===== src/rtl/dsp_pkg.sv =====
// Package: shared constants, types and helper functions for the date string parser.
`timescale 1ns / 1ps

package dsp_pkg;

    localparam int MAX_TEXT_LEN = 99;
    localparam int MAX_YEAR     = 999999;

    localparam int FIELD_W = 20;
    localparam int LEN_W   = $clog2(MAX_TEXT_LEN + 2);
    localparam int MOD_W   = 5;

    localparam logic [FIELD_W-1:0] FIELD_CAP = FIELD_W'(MAX_YEAR + 1);
    localparam logic [FIELD_W-1:0] YEAR_MAX  = FIELD_W'(MAX_YEAR);
    localparam logic [LEN_W-1:0]   LEN_MAX   = LEN_W'(MAX_TEXT_LEN);

    localparam logic [1:0] ST_VALID = 2'd0;
    localparam logic [1:0] ST_UNDEF = 2'd1;
    localparam logic [1:0] ST_BAD   = 2'd2;
    localparam logic [1:0] ST_BIG   = 2'd3;

    localparam logic [7:0] CH_SPACE  = 8'h20;
    localparam logic [7:0] CH_TAB    = 8'h09;
    localparam logic [7:0] CH_CR     = 8'h0D;
    localparam logic [7:0] CH_HYPHEN = 8'h2D;
    localparam logic [7:0] CH_DOT    = 8'h2E;
    localparam logic [7:0] CH_ZERO   = 8'h30;
    localparam logic [7:0] CH_NINE   = 8'h39;

    // Scan state; also the snapshot handed on at the end of a string.
    typedef struct packed {
        logic                           started;
        logic                           pending;
        logic [LEN_W-1:0]               len;
        logic [1:0]                     hyphens;
        logic [1:0]                     dots;
        logic                           bad;
        logic [1:0]                     fidx;
        logic [2:0][FIELD_W-1:0]        fval;
        logic [2:0][MOD_W-1:0]          fmod25;
    } dsp_state_t;

    typedef struct packed {
        logic       valid;
        dsp_state_t data;
    } dsp_snap_t;

    // (r * 10 + d) mod 25 for r < 25, d < 10, by reciprocal and one correction.
    function automatic logic [MOD_W-1:0] mod25_step(input logic [MOD_W-1:0] r,
                                                    input logic [3:0] d);
        logic [7:0]  x;
        logic [15:0] prod;
        logic [3:0]  q;
        logic [7:0]  rem;
        x    = 8'({3'b000, r} * 8'd10) + {4'b0000, d};
        prod = 16'({8'h00, x} * 16'd163);
        q    = prod[15:12];
        rem  = x - 8'({4'b0000, q} * 8'd25);
        if (rem >= 8'd25)
        begin
            rem = rem - 8'd25;
        end
        return rem[MOD_W-1:0];
    endfunction

    function automatic logic [4:0] month_days(input logic [3:0] m);
        logic [4:0] d;
        case (m)
            4'd2:                      d = 5'd28;
            4'd4, 4'd6, 4'd9, 4'd11:   d = 5'd30;
            default:                   d = 5'd31;
        endcase
        return d;
    endfunction

endpackage


===== src/rtl/dsp_in_if.sv =====
// Interface: input byte channel of the date string parser.
`timescale 1ns / 1ps

interface dsp_in_if;
    logic       valid;
    logic       ready;
    logic [7:0] char_code;
    logic       has_char;
    logic       last;

    modport source (output valid, output char_code, output has_char, output last,
                    input ready);
    modport sink   (input valid, input char_code, input has_char, input last,
                    output ready);
endinterface


===== src/rtl/dsp_out_if.sv =====
// Interface: result channel of the date string parser.
`timescale 1ns / 1ps

interface dsp_out_if;
    logic        valid;
    logic        ready;
    logic [1:0]  status;
    logic [4:0]  day_out;
    logic [3:0]  month_out;
    logic [19:0] year_out;

    modport source (output valid, output status, output day_out, output month_out,
                    output year_out, input ready);
    modport sink   (input valid, input status, input day_out, input month_out,
                    input year_out, output ready);
endinterface


===== src/rtl/date_string_parser_top.sv =====
// After the edge that accepts the last byte, a string moves through the snapshot and then the result register.
// Throughput: one byte per cycle while item.ready is high; strings may follow one another directly.
// The scan state register holds one byte's update; the snapshot and result registers
// each hold one finished string, so input stalls only when both are full.
// Reset: rst_n asynchronous, active low; clears scan state and both valid flags.
// Top level: date string parser and validator.
`timescale 1ns / 1ps

module date_string_parser_top (
    input  logic      clk,
    input  logic      rst_n,
    dsp_in_if.sink    item,
    dsp_out_if.source result
);
    import dsp_pkg::*;

    dsp_snap_t snap;
    logic      snap_ready;

    dsp_scan u_scan (
        .clk        (clk),
        .rst_n      (rst_n),
        .item       (item),
        .snap       (snap),
        .snap_ready (snap_ready)
    );

    dsp_judge u_judge (
        .clk        (clk),
        .rst_n      (rst_n),
        .snap       (snap),
        .snap_ready (snap_ready),
        .result     (result)
    );

endmodule


===== src/rtl/dsp_scan.sv =====
// Byte scanner: trims whitespace, counts separators, accumulates decimal fields.
`timescale 1ns / 1ps

module dsp_scan (
    input  logic            clk,
    input  logic            rst_n,
    dsp_in_if.sink          item,
    output dsp_pkg::dsp_snap_t snap,
    input  logic            snap_ready
);
    import dsp_pkg::*;

    dsp_state_t cur_reg;
    dsp_state_t nxt;
    dsp_state_t snap_reg;
    logic       snap_vld_reg;

    logic               is_blank;
    logic               is_sep;
    logic               is_digit;
    logic [3:0]         digit;
    logic [FIELD_W-1:0] v;
    logic [23:0]        prod;
    logic [FIELD_W-1:0] acc_next;
    logic [MOD_W-1:0]   mod_next;
    logic               accept;

    assign is_blank = (item.char_code == CH_SPACE) ||
                      ((item.char_code >= CH_TAB) && (item.char_code <= CH_CR));
    assign is_sep   = (item.char_code == CH_HYPHEN) || (item.char_code == CH_DOT);
    assign is_digit = (item.char_code >= CH_ZERO) && (item.char_code <= CH_NINE);
    assign digit    = 4'(item.char_code - CH_ZERO);

    assign v    = cur_reg.fval[cur_reg.fidx];
    assign prod = 24'({4'h0, v} * 24'd10) + {20'h00000, digit};

    always_comb
    begin
        if (v >= FIELD_CAP)
        begin
            acc_next = FIELD_CAP;
        end
        else if (prod > {4'h0, FIELD_CAP})
        begin
            acc_next = FIELD_CAP;
        end
        else
        begin
            acc_next = prod[FIELD_W-1:0];
        end
    end

    assign mod_next = mod25_step(cur_reg.fmod25[cur_reg.fidx], digit);

    always_comb
    begin
        nxt = cur_reg;
        if (item.has_char)
        begin
            if (is_blank)
            begin
                if (cur_reg.started)
                begin
                    nxt.pending = 1'b1;
                end
            end
            else
            begin
                // whitespace inside the content is a bad character
                if (cur_reg.pending)
                begin
                    nxt.bad = 1'b1;
                end
                nxt.started = 1'b1;
                if (cur_reg.len <= LEN_MAX)
                begin
                    nxt.len = cur_reg.len + LEN_W'(1);
                end
                if (is_sep)
                begin
                    if (item.char_code == CH_HYPHEN)
                    begin
                        if (cur_reg.hyphens != 2'd3)
                        begin
                            nxt.hyphens = cur_reg.hyphens + 2'd1;
                        end
                    end
                    else
                    begin
                        if (cur_reg.dots != 2'd3)
                        begin
                            nxt.dots = cur_reg.dots + 2'd1;
                        end
                    end
                    if (cur_reg.fidx < 2'd2)
                    begin
                        nxt.fidx = cur_reg.fidx + 2'd1;
                    end
                end
                else if (is_digit)
                begin
                    nxt.fval[cur_reg.fidx]   = acc_next;
                    nxt.fmod25[cur_reg.fidx] = mod_next;
                end
                else
                begin
                    nxt.bad = 1'b1;
                end
            end
        end
    end

    assign item.ready = !snap_vld_reg || snap_ready;
    assign accept     = item.valid && item.ready;

    always_ff @(posedge clk or negedge rst_n)
    begin
        if (!rst_n)
        begin
            cur_reg      <= '0;
            snap_vld_reg <= 1'b0;
        end
        else
        begin
            if (accept)
            begin
                cur_reg <= item.last ? dsp_state_t'('0) : nxt;
            end
            if (accept && item.last)
            begin
                snap_vld_reg <= 1'b1;
            end
            else if (snap_ready)
            begin
                snap_vld_reg <= 1'b0;
            end
        end
    end

    always_ff @(posedge clk)
    begin
        if (accept && item.last)
        begin
            snap_reg <= nxt;
        end
    end

    assign snap.valid = snap_vld_reg;
    assign snap.data  = snap_reg;

endmodule


===== src/rtl/dsp_judge.sv =====
// Validator: classifies the finished string and holds the result register.
`timescale 1ns / 1ps

module dsp_judge (
    input  logic               clk,
    input  logic               rst_n,
    input  dsp_pkg::dsp_snap_t snap,
    output logic               snap_ready,
    dsp_out_if.source          result
);
    import dsp_pkg::*;

    dsp_state_t         s;
    logic [1:0]         st_next;
    logic [FIELD_W-1:0] d;
    logic [FIELD_W-1:0] m;
    logic [FIELD_W-1:0] y;
    logic [MOD_W-1:0]   y_mod25;
    logic               leap;
    logic [4:0]         lim;
    logic               ymd;
    logic               dmy;

    logic               out_vld_reg;
    logic [1:0]         status_reg;
    logic [4:0]         day_reg;
    logic [3:0]         month_reg;
    logic [FIELD_W-1:0] year_reg;

    assign s   = snap.data;
    assign ymd = (s.hyphens == 2'd2) && (s.dots == 2'd0);
    assign dmy = (s.hyphens == 2'd0) && (s.dots == 2'd2);

    always_comb
    begin
        if (ymd)
        begin
            y       = s.fval[0];
            m       = s.fval[1];
            d       = s.fval[2];
            y_mod25 = s.fmod25[0];
        end
        else
        begin
            d       = s.fval[0];
            m       = s.fval[1];
            y       = s.fval[2];
            y_mod25 = s.fmod25[2];
        end
    end

    // divisible by 4, and not by 100 unless also by 400
    assign leap = (y[1:0] == 2'b00) && ((y_mod25 != '0) || (y[3:0] == 4'b0000));

    always_comb
    begin
        lim = month_days(m[3:0]);
        if ((m == FIELD_W'(2)) && leap)
        begin
            lim = 5'd29;
        end
    end

    always_comb
    begin
        if (s.len > LEN_MAX)
        begin
            st_next = ST_BAD;
        end
        else if ((s.len == LEN_W'(1)) && (s.hyphens == 2'd1) && !s.bad)
        begin
            st_next = ST_UNDEF;
        end
        else if (s.bad || !(ymd || dmy))
        begin
            st_next = ST_BAD;
        end
        else if (y > YEAR_MAX)
        begin
            st_next = ST_BIG;
        end
        else if ((m < FIELD_W'(1)) || (m > FIELD_W'(12)))
        begin
            st_next = ST_BAD;
        end
        else if ((d < FIELD_W'(1)) || (d > {15'h0000, lim}))
        begin
            st_next = ST_BAD;
        end
        else
        begin
            st_next = ST_VALID;
        end
    end

    assign snap_ready = !out_vld_reg || result.ready;

    always_ff @(posedge clk or negedge rst_n)
    begin
        if (!rst_n)
        begin
            out_vld_reg <= 1'b0;
        end
        else if (snap_ready)
        begin
            out_vld_reg <= snap.valid;
        end
    end

    always_ff @(posedge clk)
    begin
        if (snap.valid && snap_ready)
        begin
            status_reg <= st_next;
            if (st_next == ST_VALID)
            begin
                day_reg   <= d[4:0];
                month_reg <= m[3:0];
                year_reg  <= y;
            end
            else
            begin
                day_reg   <= '0;
                month_reg <= '0;
                year_reg  <= '0;
            end
        end
    end

    assign result.valid     = out_vld_reg;
    assign result.status    = status_reg;
    assign result.day_out   = day_reg;
    assign result.month_out = month_reg;
    assign result.year_out  = year_reg;

endmodule


===== src/flat_wrapper.sv =====
// flat-port wrapper written by rule: the top's interface ports become plain ports
module date_string_parser_top_flat import dsp_pkg::*;
  (clk, rst_n, item_valid, item_char_code, item_has_char, item_last, item_ready, result_valid, result_status, result_day_out, result_month_out, result_year_out, result_ready);
  dsp_in_if item_i ();
  dsp_out_if result_i ();
  input  logic clk;
  input  logic rst_n;
  input wire logic [$bits(item_i.valid)-1:0] item_valid;
  input wire logic [$bits(item_i.char_code)-1:0] item_char_code;
  input wire logic [$bits(item_i.has_char)-1:0] item_has_char;
  input wire logic [$bits(item_i.last)-1:0] item_last;
  output wire logic [$bits(item_i.ready)-1:0] item_ready;
  output wire logic [$bits(result_i.valid)-1:0] result_valid;
  output wire logic [$bits(result_i.status)-1:0] result_status;
  output wire logic [$bits(result_i.day_out)-1:0] result_day_out;
  output wire logic [$bits(result_i.month_out)-1:0] result_month_out;
  output wire logic [$bits(result_i.year_out)-1:0] result_year_out;
  input wire logic [$bits(result_i.ready)-1:0] result_ready;
  assign item_i.valid = item_valid;
  assign item_i.char_code = item_char_code;
  assign item_i.has_char = item_has_char;
  assign item_i.last = item_last;
  assign item_ready = item_i.ready;
  assign result_valid = result_i.valid;
  assign result_status = result_i.status;
  assign result_day_out = result_i.day_out;
  assign result_month_out = result_i.month_out;
  assign result_year_out = result_i.year_out;
  assign result_i.ready = result_ready;
  date_string_parser_top u_core (.clk(clk), .rst_n(rst_n), .item(item_i), .result(result_i));
endmodule

===== config.mk =====
export PLATFORM = sky130hd
export DESIGN_NAME = date_string_parser_top_flat
export DESIGN_NICKNAME = d
export VERILOG_FILES = /design/src/rtl/dsp_pkg.sv /design/src/rtl/dsp_in_if.sv /design/src/rtl/dsp_out_if.sv /design/src/rtl/date_string_parser_top.sv /design/src/rtl/dsp_scan.sv /design/src/rtl/dsp_judge.sv /design/src/flat_wrapper.sv
export SDC_FILE = /design/constraint.sdc
export NUM_CORES = 1
export LEC_CHECK = 0
export BUFFER_PORTS_ARGS = -buffer_cell sky130_fd_sc_hd__buf_2
export CAP_MARGIN = 20
export CORE_ASPECT_RATIO = 0.5
export CORE_MARGIN = 3
export CORE_UTILIZATION = 57
export DETAILED_ROUTE_END_ITERATION = 10
export PLACE_DENSITY = 0.77
export SETUP_SLACK_MARGIN = 0.05
export SLEW_MARGIN = 10
export SYNTH_ARGS = -nofsm -noshare
export SYNTH_HDL_FRONTEND = slang
export SYNTH_SLANG_ARGS = --single-unit

===== constraint.sdc =====
create_clock -name clk -period 8.1 [get_ports clk]
set_clock_uncertainty 0.2 [all_clocks]
set_input_delay 1.62 -clock clk [delete_from_list [all_inputs] [get_ports clk]]
set_output_delay 1.62 -clock clk [all_outputs]
set_load 0.01 [all_outputs]

==> out/qor.txt <==
DIE HEIGHT -> 115 um
CP Launch Type -> flop
Final Power -> 7.45 mW
wire per inst -> 20.5 um
Final Setup Violations -> 0
Critical Path End Type -> flop
most frequent cells after synthesis -> nand2_1 (215), ha_1 (114), edfxtp_1 (113)
Routed Antenna Nets -> 0
PwrDens -> 493 nW/um2
Hold Path Depth -> 1
Synth area leader -> edfxtp_1
Crit path max-delay family -> adder cells
cell leakage power -> 6.42 nW
Hold EP -> u_core.u_judge.result.valid
clk_lat worst skew -> 0.51 ns
H-tree levels -> 1
maximum clock insertion buffer count -> 3
Die W -> 223 um
DP HPWL -> 24.8 mm
worst reg2reg endpoint -> u_core.u_scan.snap[13]
final core area utilization -> 65.8%
crit share post-route -> 96.6%
storage element area -> 5720 um2
final setup margin -> 0.276 ns
worst endpoint data arrival time -> 7.88 ns
Tot GR Track Use -> 27.5%
Sink Count -> 206
Port Buffers -> 46
Ports -> 47
Avg Cell Area, Syn -> 9.94 um2
Rel. slew slack -> 29.2%
synth unique cells -> 83
Fmax achieved -> 128 MHz
GP Congestion -> 0.928
worst-margin pin slew -> 1.06 ns
top cells by area, synth -> edfxtp_1 (25%), dfrtp_1 (17%), ha_1 (11%)
ys flop type -> edfxtp_1
Core Region -> 23,000 um2
TritonCTS clock tree -> built
largest net degree at the start of global routing -> 77
first-pass GRT wire length -> 56.9 mm
Worst R2R Setup Slack -> 0.28 ns
CTS root buf -> clkbuf_16
RR Startpoint -> u_core.u_scan.cur_reg[75]
Crit Path Max Fanout -> 6
Layout area overhead -> 12.5%
multi-input logic area -> 7510 um2
Max VDD drop -> 909 uV
placed cell count -> 1,688
via count -> 11,100
vias in the first global route -> 10,900
diodes inserted -> 0
share of cells above drive strength 1 -> 15.2%
WHS -> 0.286 ns
TNS Setup -> 0 ns
share of the synthesized area in the top cell type -> 25.3%
max-cap violation count -> 0
die area -> 25,600 um2
dpl cell area -> 14,100 um2
most numerous cell in the Yosys netlist -> nand2_1
total count of hold-check failures in the final report -> 0
fillers -> 1,750
Crit Path Category -> flop to flop
initial antenna violation count -> 0
site row count -> 39
Hold WC Path Type -> flop to flop
CP peak stage delay -> 0.53 ns
max reg flops -> 91
Post-Syn Nets -> 1,491
initial core utilization -> 58.5%
non-filler cells, final -> 1,731
Reg clk slew, reported paths -> 0.07 ns
post-synthesis sequential area ratio -> 42.6%
Vias/cell -> 6.42
Worst Hold Launch -> u_core.u_scan.snap_vld_reg
Post-Syn Area -> 13,400 um2
1st-iter DRT viols -> 1,214
YS warnings -> 0
Worst Path Required -> 8.16 ns
worst-path cell with the longest stage delay -> fa_1
cells after synthesis -> 1,352
final WL -> 35.5 mm
First-pass DRT Iterations -> 5
cts bufs inserted -> 21
cell area after layout -> 15,100 um2
Max Slew Vio Count -> 0
status -> completed
nets -> 1,548
Post-route DRC -> 0
Hold-fix buffers, CTS -> 0
Placement Setup Slack -> -0.224 ns
Buf+Inv Stages, Crit Path -> 6
fin crit period -> 7.82 ns
Yosys reg bits -> 206
EDFF count, synth -> 113
worst-case reg-to-reg path depth -> 34
grt ovf -> 0
fraction of registers with async set/reset -> 45.1%
CP most frequent cell -> ha_1
[final cells by class]
| type | instances | area share [%] |
|---|---|---|
| flip-flops and latches | 206 | 37.9 |
| multi-input cells | 1036 | 49.7 |
| repair buffers | 96 | 4.05 |
| clock buffers | 30 | 4.04 |
| well taps | 307 | 2.54 |
| clock inverters | 8 | 0.629 |
| inverters | 48 | 1.19 |
[where the power goes]
part           leakage (nW)  switching, mW  total, mW  internal, mW
logic                  3.69           2.77       5.25          2.49
registers              2.38         0.0323       1.19          1.16
clock network         0.346          0.412       1.00         0.590
[how the worst max path moves through the flow]
stage | depth (start not counted) | endpoint | slack [ns] | start
floorplan | 32 | u_core.u_scan.snap[13] | 0.05 | item_char_code[1]
CTS | 35 | u_core.u_scan.snap[2] | 0.05 | u_core.u_scan.cur_reg[75]
global route | 37 | u_core.u_scan.snap[13] | -0.12 | u_core.u_scan.cur_reg[75]
detailed placement | 32 | u_core.u_scan.snap[2] | -0.22 | item_char_code[1]
finish | 34 | u_core.u_scan.snap[13] | 0.28 | u_core.u_scan.cur_reg[75]
global placement | 29 | u_core.u_scan.snap[3] | 0.003 | item_char_code[1]
[layout by cell type (no fill, tap or decap), types with 45 or more instances in the layout]
master      n
o21ai_0    76
inv_1      47
nand2_1   215
ha_1      109
buf_4      50
nor2_1     70
edfxtp_1  113
buf_2      45
dfrtp_1    92
a21oi_1    75
[logic make-up after synthesis]
| group | count (synthesis) | share of synthesized area (%) |
|---|---|---|
| AO/OA/AOI/OAI | 349 | 17.6 |
| XOR/XNOR | 59 | 4.01 |
| adder cells (fa/ha/maj) | 125 | 12.3 |
| buffers and inverters | 110 | 3.45 |
| flip-flops | 206 | 42.6 |
| multiplexers | 47 | 3.73 |
| AND/OR/NAND/NOR | 456 | 16.3 |
[per-layer routing]
layer / share of wire [%] / global-route usage [%] / vias to the layer above
li1: - / - / 5087
met1: 43 / 38.8 / 5349
met2: 44 / 43.6 / 592
met3: 11 / 6.94 / 88
met4: 2.2 / 5.71 / 0
met5: 0 / 0 / -
[repair_timing]
item                                    4_1_cts  5_1_grt
buffers inserted                              0        5
resized for setup                             5       42
endpoints found under the setup margin       21       25
pin swaps                                     0       31
(Power assumes the default switching activity.)
